$ cat config.mk
export PLATFORM = sky130hd
export DESIGN_NAME = pcis_cfg_regs
export DESIGN_NICKNAME = d
export VERILOG_FILES = /design/src/rtl/pcis_pkg.sv /design/src/rtl/pcis_cfg_regs.sv
export SDC_FILE = /design/constraint.sdc
export NUM_CORES = 1
export LEC_CHECK = 0
export ABC_AREA = 1
export BUFFER_PORTS_ARGS = -buffer_cell sky130_fd_sc_hd__buf_2
export CORE_AREA = 4 4 162 117
export CTS_CLUSTER_SIZE = 28
export DETAILED_ROUTE_END_ITERATION = 7
export DIE_AREA = 0 0 166 121
export PLACE_DENSITY = 0.78
export SLEW_MARGIN = 20
export SYNTH_ARGS = -nofsm -noshare
export SYNTH_HDL_FRONTEND = slang
export SYNTH_SLANG_ARGS = --single-unit
$ cat constraint.sdc
create_clock -name aclk -period 0.9 [get_ports aclk]
set_input_delay 0.09 -clock aclk [delete_from_list [all_inputs] [get_ports aclk]]
set_output_delay 0.09 -clock aclk [all_outputs]
set_load 0.02 [all_outputs]
$ cat src/rtl/pcis_pkg.sv
// ----------------------------------------------------------------------------
// PCIS package
// Shared types, register indexes, constants and saturation helpers for the
// clamped PID controller with integral separation.
// ----------------------------------------------------------------------------
package pcis_pkg;

    localparam int unsigned GAIN_W  = 24;
    localparam int unsigned LIMIT_W = 31;
    localparam int unsigned MODE_W  = 4;
    localparam int unsigned DATA_W  = 32;
    localparam int unsigned WIDE_W  = 34;
    localparam int unsigned ADDR_W  = 3;

    // Bit positions inside mode_bits.
    localparam int unsigned MODE_ERR_CLAMP = 0;
    localparam int unsigned MODE_INT_CLAMP = 1;
    localparam int unsigned MODE_SEPARATE  = 2;
    localparam int unsigned MODE_WRAP      = 3;

    // 180.0 and 360.0 in Q16.16.
    localparam logic signed [WIDE_W-1:0] WRAP_HALF = 34'sd11796480;
    localparam logic signed [WIDE_W-1:0] WRAP_FULL = 34'sd23592960;

    typedef enum logic [ADDR_W-1:0] {
        REG_GAIN_P          = 3'd0,
        REG_GAIN_I          = 3'd1,
        REG_GAIN_D          = 3'd2,
        REG_ERROR_LIMIT     = 3'd3,
        REG_SEPARATION_BAND = 3'd4,
        REG_INTEGRAL_LIMIT  = 3'd5,
        REG_OUTPUT_LIMIT    = 3'd6,
        REG_MODE_BITS       = 3'd7
    } reg_idx_t;

    typedef struct packed {
        logic [GAIN_W-1:0]  gain_p;
        logic [GAIN_W-1:0]  gain_i;
        logic [GAIN_W-1:0]  gain_d;
        logic [LIMIT_W-1:0] error_limit;
        logic [LIMIT_W-1:0] separation_band;
        logic [LIMIT_W-1:0] integral_limit;
        logic [LIMIT_W-1:0] output_limit;
        logic [MODE_W-1:0]  mode_bits;
    } cfg_t;

    // Saturate a 34-bit signed value to the 32-bit signed range.
    function automatic logic signed [DATA_W-1:0] sat32(input logic signed [WIDE_W-1:0] v);
        logic signed [DATA_W-1:0] r;
        if (v > 34'sd2147483647) begin
            r = 32'sh7FFF_FFFF;
        end else if (v < -34'sd2147483648) begin
            r = 32'sh8000_0000;
        end else begin
            r = v[DATA_W-1:0];
        end
        return r;
    endfunction

    // Symmetric clamp: the upper bound is applied first, then the lower one.
    function automatic logic signed [WIDE_W-1:0] clamp_sym(
        input logic signed [WIDE_W-1:0] v,
        input logic [LIMIT_W-1:0]       lim
    );
        logic signed [WIDE_W-1:0] l;
        logic signed [WIDE_W-1:0] r;
        l = $signed({3'b000, lim});
        r = v;
        if (r >= l) begin
            r = l;
        end
        if (r <= -l) begin
            r = -l;
        end
        return r;
    endfunction

endpackage

$ cat src/rtl/pcis_cfg_regs.sv
// ----------------------------------------------------------------------------
// PCIS configuration registers
// Holds the gains, limits and mode bits written through the plain write port.
// ----------------------------------------------------------------------------
module pcis_cfg_regs (
    input  logic                         aclk,
    input  logic                         aresetn,
    input  logic                         cfg_we,
    input  logic [pcis_pkg::ADDR_W-1:0]  cfg_addr,
    input  logic [pcis_pkg::LIMIT_W-1:0] cfg_wdata,
    output pcis_pkg::cfg_t               cfg
);

    pcis_pkg::cfg_t cfg_reg;
    pcis_pkg::cfg_t cfg_next;

    always_comb begin
        cfg_next = cfg_reg;
        if (cfg_we) begin
            unique case (pcis_pkg::reg_idx_t'(cfg_addr))
                pcis_pkg::REG_GAIN_P:          cfg_next.gain_p = cfg_wdata[pcis_pkg::GAIN_W-1:0];
                pcis_pkg::REG_GAIN_I:          cfg_next.gain_i = cfg_wdata[pcis_pkg::GAIN_W-1:0];
                pcis_pkg::REG_GAIN_D:          cfg_next.gain_d = cfg_wdata[pcis_pkg::GAIN_W-1:0];
                pcis_pkg::REG_ERROR_LIMIT:     cfg_next.error_limit = cfg_wdata;
                pcis_pkg::REG_SEPARATION_BAND: cfg_next.separation_band = cfg_wdata;
                pcis_pkg::REG_INTEGRAL_LIMIT:  cfg_next.integral_limit = cfg_wdata;
                pcis_pkg::REG_OUTPUT_LIMIT:    cfg_next.output_limit = cfg_wdata;
                pcis_pkg::REG_MODE_BITS:       cfg_next.mode_bits = cfg_wdata[pcis_pkg::MODE_W-1:0];
                default: ;
            endcase
        end
    end

    always_ff @(posedge aclk) begin
        if (!aresetn) begin
            cfg_reg <= '0;
        end else begin
            cfg_reg <= cfg_next;
        end
    end

    assign cfg = cfg_reg;

endmodule

==> flow_summary_export.csv, run 1 <==
group,metric,value,unit
status,status,"complete, but fails checks",
status,violations,"negative setup slack",
sta,rsz0062_at_grt,"yes",
power,netSwitchingPower,5.58,mW
synth,yosys_warnings,0,
placement,placed_area,0.00970,sq mm
sta,slew_viol_final,0,
sta,fin_hold_ws,0.0597,ns
floorplan,io_pins,237,
clock_network,cts_buffer_depth,2,
job,max-cap-violations,0,
clock_network,clkTransAtPathRegs,0.07,ns
critical_path,start_kind,"flop",
layout,area_growth,51.2,%
sta,worst_pin_slew,0.489,ns
sta,setup_viol,200,
clock_network,clock_sinks,200,
critical_path,required,0.81,ns
drt,drt-wirelength-per-cell,17.1,um
power,pwr-share-seq,0.471,
synth,synth_nets,1171,
clock_network,cts_root_buf,"clkbuf_16",
critical_path,worstPathMaxFanout,2,
placement,globalplace.congestion,0.836,
power,leakage,5.38,nW
global_route,globalRouteOverflowTotal,0,
layout,final_area,0.0119,sq mm
drt,drt_wl_total,27700,um
sta,hold_violations,0,
layout,drive_gt1_frac,0.392,
clock_network,clk_latency,0.43,ns
sta,period_share,1.12,
critical_path,critPathTopFamily,"flip-flops",
global_route,track_usage,0.269,
synth,syn_inst,1134,
synth,syn_avg_cell_area,6.94,sq um
synth,ys_types,11,
sta,worst_slack,-0.107,ns
synth,syn-cell-area,0.00787,sq mm
drt,ant_nets,0,
drt,drt-vias-per-instance,5.17,
drt,first_pass_iters,7,
clock_network,cts_tree,"done",
layout,nets,1410,
synth,yosysSeqAreaShare,0.509,
sta,final.setup.tns,-14.98,ns
floorplan,die_x,166,um
floorplan,start_util,0.447,
floorplan,die-area,0.0201,sq mm
layout,mostFrequentLayoutCell,"nor2_1",
critical_path,crit_chain,"buf_6",
drt,drc_errors,0,
global_route,antenna_found_initial,1,
global_route,grt_pass1_wl,43200,um
layout,largest_reg_flops,200,
power,p_sw_frac,0.278,
layout,mostFrequentLayoutCells,"nor2_1 (400), nand2_1 (210), buf_6 (201)",
power,power.internal,14.5,mW
synth,synth_seq_cells,200,
clock_network,cts_made_buffers,17,
floorplan,core_area,0.0176,sq mm
sta,fmax,0.993,GHz
power,peakVddDrop,0.00117,V
critical_path,critPathSlowestCell,"dfxtp_2",
clock_network,htreeDepth,4,
placement,dp_hpwl,17400,um
power,p_clk_frac,0.378,
critical_path,cp.arrival,0.92,ns
drt,drtIter0Drc,862,
global_route,grt_pass1_vias,8033,
placement,io_buffers,236,
power,powerDensity,1690,mW/mm^2
drt,vias,8394,
critical_path,cp_num_buf_inv,1,
floorplan,die_h,121,um
power,power_frac_comb,0.150,
sta,relSlewSlack,0.674,
critical_path,worstSetupPathType,"flop to output pin",
critical_path,critPathMaxStageDelay,0.37,ns
sta,fin_skew,0,ns
global_route,grt_max_degree,59,
min_path,hp-class,"input pin to flop",
critical_path,critPathCaptureType,"output pin",
floorplan,rows,41,
placement,dp_slack,-0.207,ns
sta,fin_crit,1.01,ns
-- worst reg2reg max path: cells and delay by family (launching register included) --
| family | cells | cell delay (ns) |
|---|---|---|
| flops | 1 | 0.34 |
| buf+inv | 2 | 0.26 |
| simple gates | 2 | 0.17 |
-- what timing repair did --
action	in CTS	in global routing
hold endpoints to repair	5	0
gates resized for setup	600	2
setup buffers	7	6
endpoints found under the setup margin	200	200
gates cloned	0	0
hold buffers	1	0
-- layout make-up --
type / count / area [sq um]
Antenna cell: 1 / 2.50
Clock buffer: 20 / 457
Clock inverter: 12 / 116
Fill cell: 1345 / 5710
Inverter: 37 / 139
Multi-Input combinational cell: 818 / 3370
Sequential cell: 200 / 4260
Tap cell: 236 / 295
Timing Repair Buffer: 299 / 3250
-- power by group through the flow --
stage	registers, mW	clock network [mW]	logic, mW
floorplan	9.89	0	1.16
global placement	9.53	0	2.53
detailed placement	9.53	0	2.56
CTS	9.46	7.64	2.94
global route	9.49	8.04	3.25
finish	9.47	7.60	3.02
-- layer usage --
metal	part of all wire	track usage	vias to the layer above
li1	-	-	4000
met1	0.41	0.350	3907
met2	0.47	0.429	453
met3	0.11	0.0938	34
met4	0.014	0.0726	0
met5	0	0	-
-- path summary, 6_finish.rpt --
kind                                       startpoint               endpoint  slack (ns)  depth (start not counted)
worst max-delay path             cfg[68]$_SDFFE_PN0P_                cfg[68]       -0.11                          1
worst min register to register   cfg[46]$_SDFFE_PN0P_   cfg[46]$_SDFFE_PN0P_        0.49                          2
worst max register to register  cfg[184]$_SDFFE_PN0P_  cfg[184]$_SDFFE_PN0P_        0.03                          4
worst min-delay path                    cfg_wdata[29]   cfg[95]$_SDFFE_PN0P_        0.06                          5
-- synth_stat cells --
| library cell | instances | area (sq um) |
|---|---|---|
| buf_4 | 7 | 52.6 |
| inv_1 | 34 | 128 |
| inv_2 | 3 | 11.3 |
| nand3_1 | 196 | 981 |
| nor2_1 | 405 | 1520 |
| nand2_1 | 210 | 788 |
| nor2_4 | 2 | 22.5 |
| buf_2 | 45 | 225 |
| dfxtp_1 | 200 | 4000 |
| clkbuf_1 | 27 | 101 |
| nor2_2 | 5 | 31.3 |
-- metrics by stage --
stage	std cells	total power, mW	util
global placement	1576	12.1	0.551
floorplan	1134	11.0	-
detailed placement	1576	12.1	0.551
finish	1623	20.1	0.676
global route	1623	20.8	0.676
CTS	1616	20.0	0.673
-- cell families (layout without fill, tap and decap cells) --
family	count (synthesis)	after routing	share of synthesized area
flops	200	200	0.509
simple gates	818	818	0.425
other cells	0	1	0
buf+inv	116	368	0.0659
No activity file was read; power rests on OpenSTA's default activity.
==> run 2, diff against run 1 <==
Settings changed: PLACE_DENSITY 0.78 to 0.74.
==> run 2 against run 1 <==
Compared with the run above: the run still ends with negative setup slack left; largest power group unchanged; die area unchanged; cell count increased by 0.68%; power increased by 0.76%.
==> flow_summary_export.csv, run 2 (synthesis gave the netlist of run 1 again) <==
group,metric,value,unit
status,status,"complete, but fails checks",
status,violations,"negative setup slack",
floorplan,die_h,121,um
critical_path,worstSetupPathType,"flop to output pin",
critical_path,critPathMaxStageDelay,0.37,ns
drt,drt-vias-per-instance,5.11,
placement,dp_slack,-0.282,ns
layout,mostFrequentLayoutCells,"nor2_1 (400), nand2_1 (210), buf_6 (201)",
clock_network,clock_sinks,200,
critical_path,r2r-start,"cfg[58]$_SDFFE_PN0P_",
sta,relSlewSlack,0.708,
placement,globalplace.congestion,0.820,
floorplan,die-area,0.0201,sq mm
layout,fillers,1382,
job,max-cap-violations,0,
clock_network,clkTransAtPathRegs,0.07,ns
drt,drtIter0Drc,772,
critical_path,cp.arrival,0.93,ns
critical_path,worstPathMaxFanout,2,
drt,drt-wirelength-per-cell,17.4,um
drt,drc_errors,0,
sta,rsz0062_at_grt,"yes",
layout,largest_reg_flops,200,
layout,mostFrequentLayoutCell,"nor2_1",
drt,ant_nets,0,
min_path,hold_start,"cfg_wdata[27]",
global_route,globalRouteOverflowTotal,0,
clock_network,cts_buffer_depth,2,
critical_path,cp_num_buf_inv,1,
sta,worst_slack,-0.116,ns
floorplan,rows,41,
clock_network,cts_root_buf,"clkbuf_16",
drt,first_pass_iters,5,
sta,fin_crit,1.02,ns
sta,slew_viol_final,0,
placement,dp_hpwl,17600,um
clock_network,cts_tree,"done",
layout,nets,1422,
critical_path,crit_start,"cfg[177]$_SDFFE_PN0P_",
power,leakage,5.46,nW
critical_path,required,0.81,ns
drt,vias,8344,
sta,final.setup.tns,-15.70,ns
layout,diodes,0,
critical_path,critPathTopFamily,"flip-flops",
placement,io_buffers,236,
floorplan,die_x,166,um
power,powerDensity,1690,mW/mm^2
drt,drt_wl_total,28500,um
sta,fmax,0.984,GHz
layout,drive_gt1_frac,0.396,
sta,fin_skew,0,ns
critical_path,critPathSlowestCell,"dfxtp_2",
clock_network,clk_latency,0.43,ns
global_route,grt_pass1_wl,43300,um
global_route,grt_pass1_vias,7876,
power,peakVddDrop,0.00109,V
clock_network,htreeDepth,4,
critical_path,critPathCaptureType,"output pin",
global_route,antenna_found_initial,0,
sta,setup_viol,200,
sta,period_share,1.13,
sta,worst_pin_slew,0.437,ns
critical_path,crit_chain,"buf_6",
min_path,hp-class,"input pin to flop",
floorplan,core_area,0.0176,sq mm
sta,hold_violations,0,
global_route,grt_max_degree,61,
critical_path,start_kind,"flop",
global_route,track_usage,0.269,
clock_network,cts_made_buffers,17,
layout,area_growth,52.4,%
floorplan,start_util,0.447,
floorplan,io_pins,237,
## run 2: changes by cell type in the layout (fill, tap and decap cells not counted), sizes merged
cell	before	now
inv	41	39
dlygate4sd3	1	2
bufinv	1	2
clkinv	4	7
clkbuf	20	21
diode	1	0
clkinvlp	3	0
buf	298	309
## run 2: worst paths after layout
kind / end / slack [ns] / depth (start not counted)
setup / recovery: cfg[177] / -0.12 / 1
hold / removal: cfg[31]$_SDFFE_PN0P_ / 0.06 / 5
setup reg to reg: cfg[58]$_SDFFE_PN0P_ / 0.04 / 4
hold reg to reg: cfg[134]$_SDFFE_PN0P_ / 0.49 / 2
## run 2: cell type report
cell class	count	area, sq um	share of cell area
Sequential cell	200	4260	0.355
Multi-Input combinational cell	818	3370	0.281
Timing Repair Buffer	311	3340	0.279
Clock buffer	21	460	0.0384
Tap cell	236	295	0.0246
Inverter	37	140	0.0117
Clock inverter	11	120	0.0100
## run 2: what timing repair did
| action | CTS | global route |
|---|---|---|
| gates resized for setup | 601 | 2 |
| setup endpoints to repair | 200 | 210 |
| endpoints found under the hold margin | 10 | 9 |
| hold buffers | 1 | 2 |
| setup buffers | 16 | 13 |
## run 2: metrics by stage
stage	hold slack (ns)	power, mW	instance area [sq um]	util	instances
6_report	0.0632	20.2	12000	0.681	1634
5_1_grt	0.0629	20.9	12000	0.681	1634
4_1_cts	0.0346	20.2	11900	0.675	1620
3_5_place_dp	0.401	12.1	9660	0.549	1571
3_3_place_gp	0.403	12.0	9660	0.549	1571
2_1_floorplan	0.333	11.0	7870	-	1134
## run 2: report_power, final
part           total [mW]  internal [mW]  switching [mW]
Combinational        3.05           1.28            1.76
Clock                7.71           4.26            3.45
Sequential           9.47           9.21           0.256
## run 2: routing by layer
layer	part of all wire	up-vias	GRT usage
met3	0.10	43	0.0876
met4	0.020	0	0.0762
met2	0.46	429	0.439
met1	0.41	3845	0.346
li1	-	4027	-
met5	0	-	0
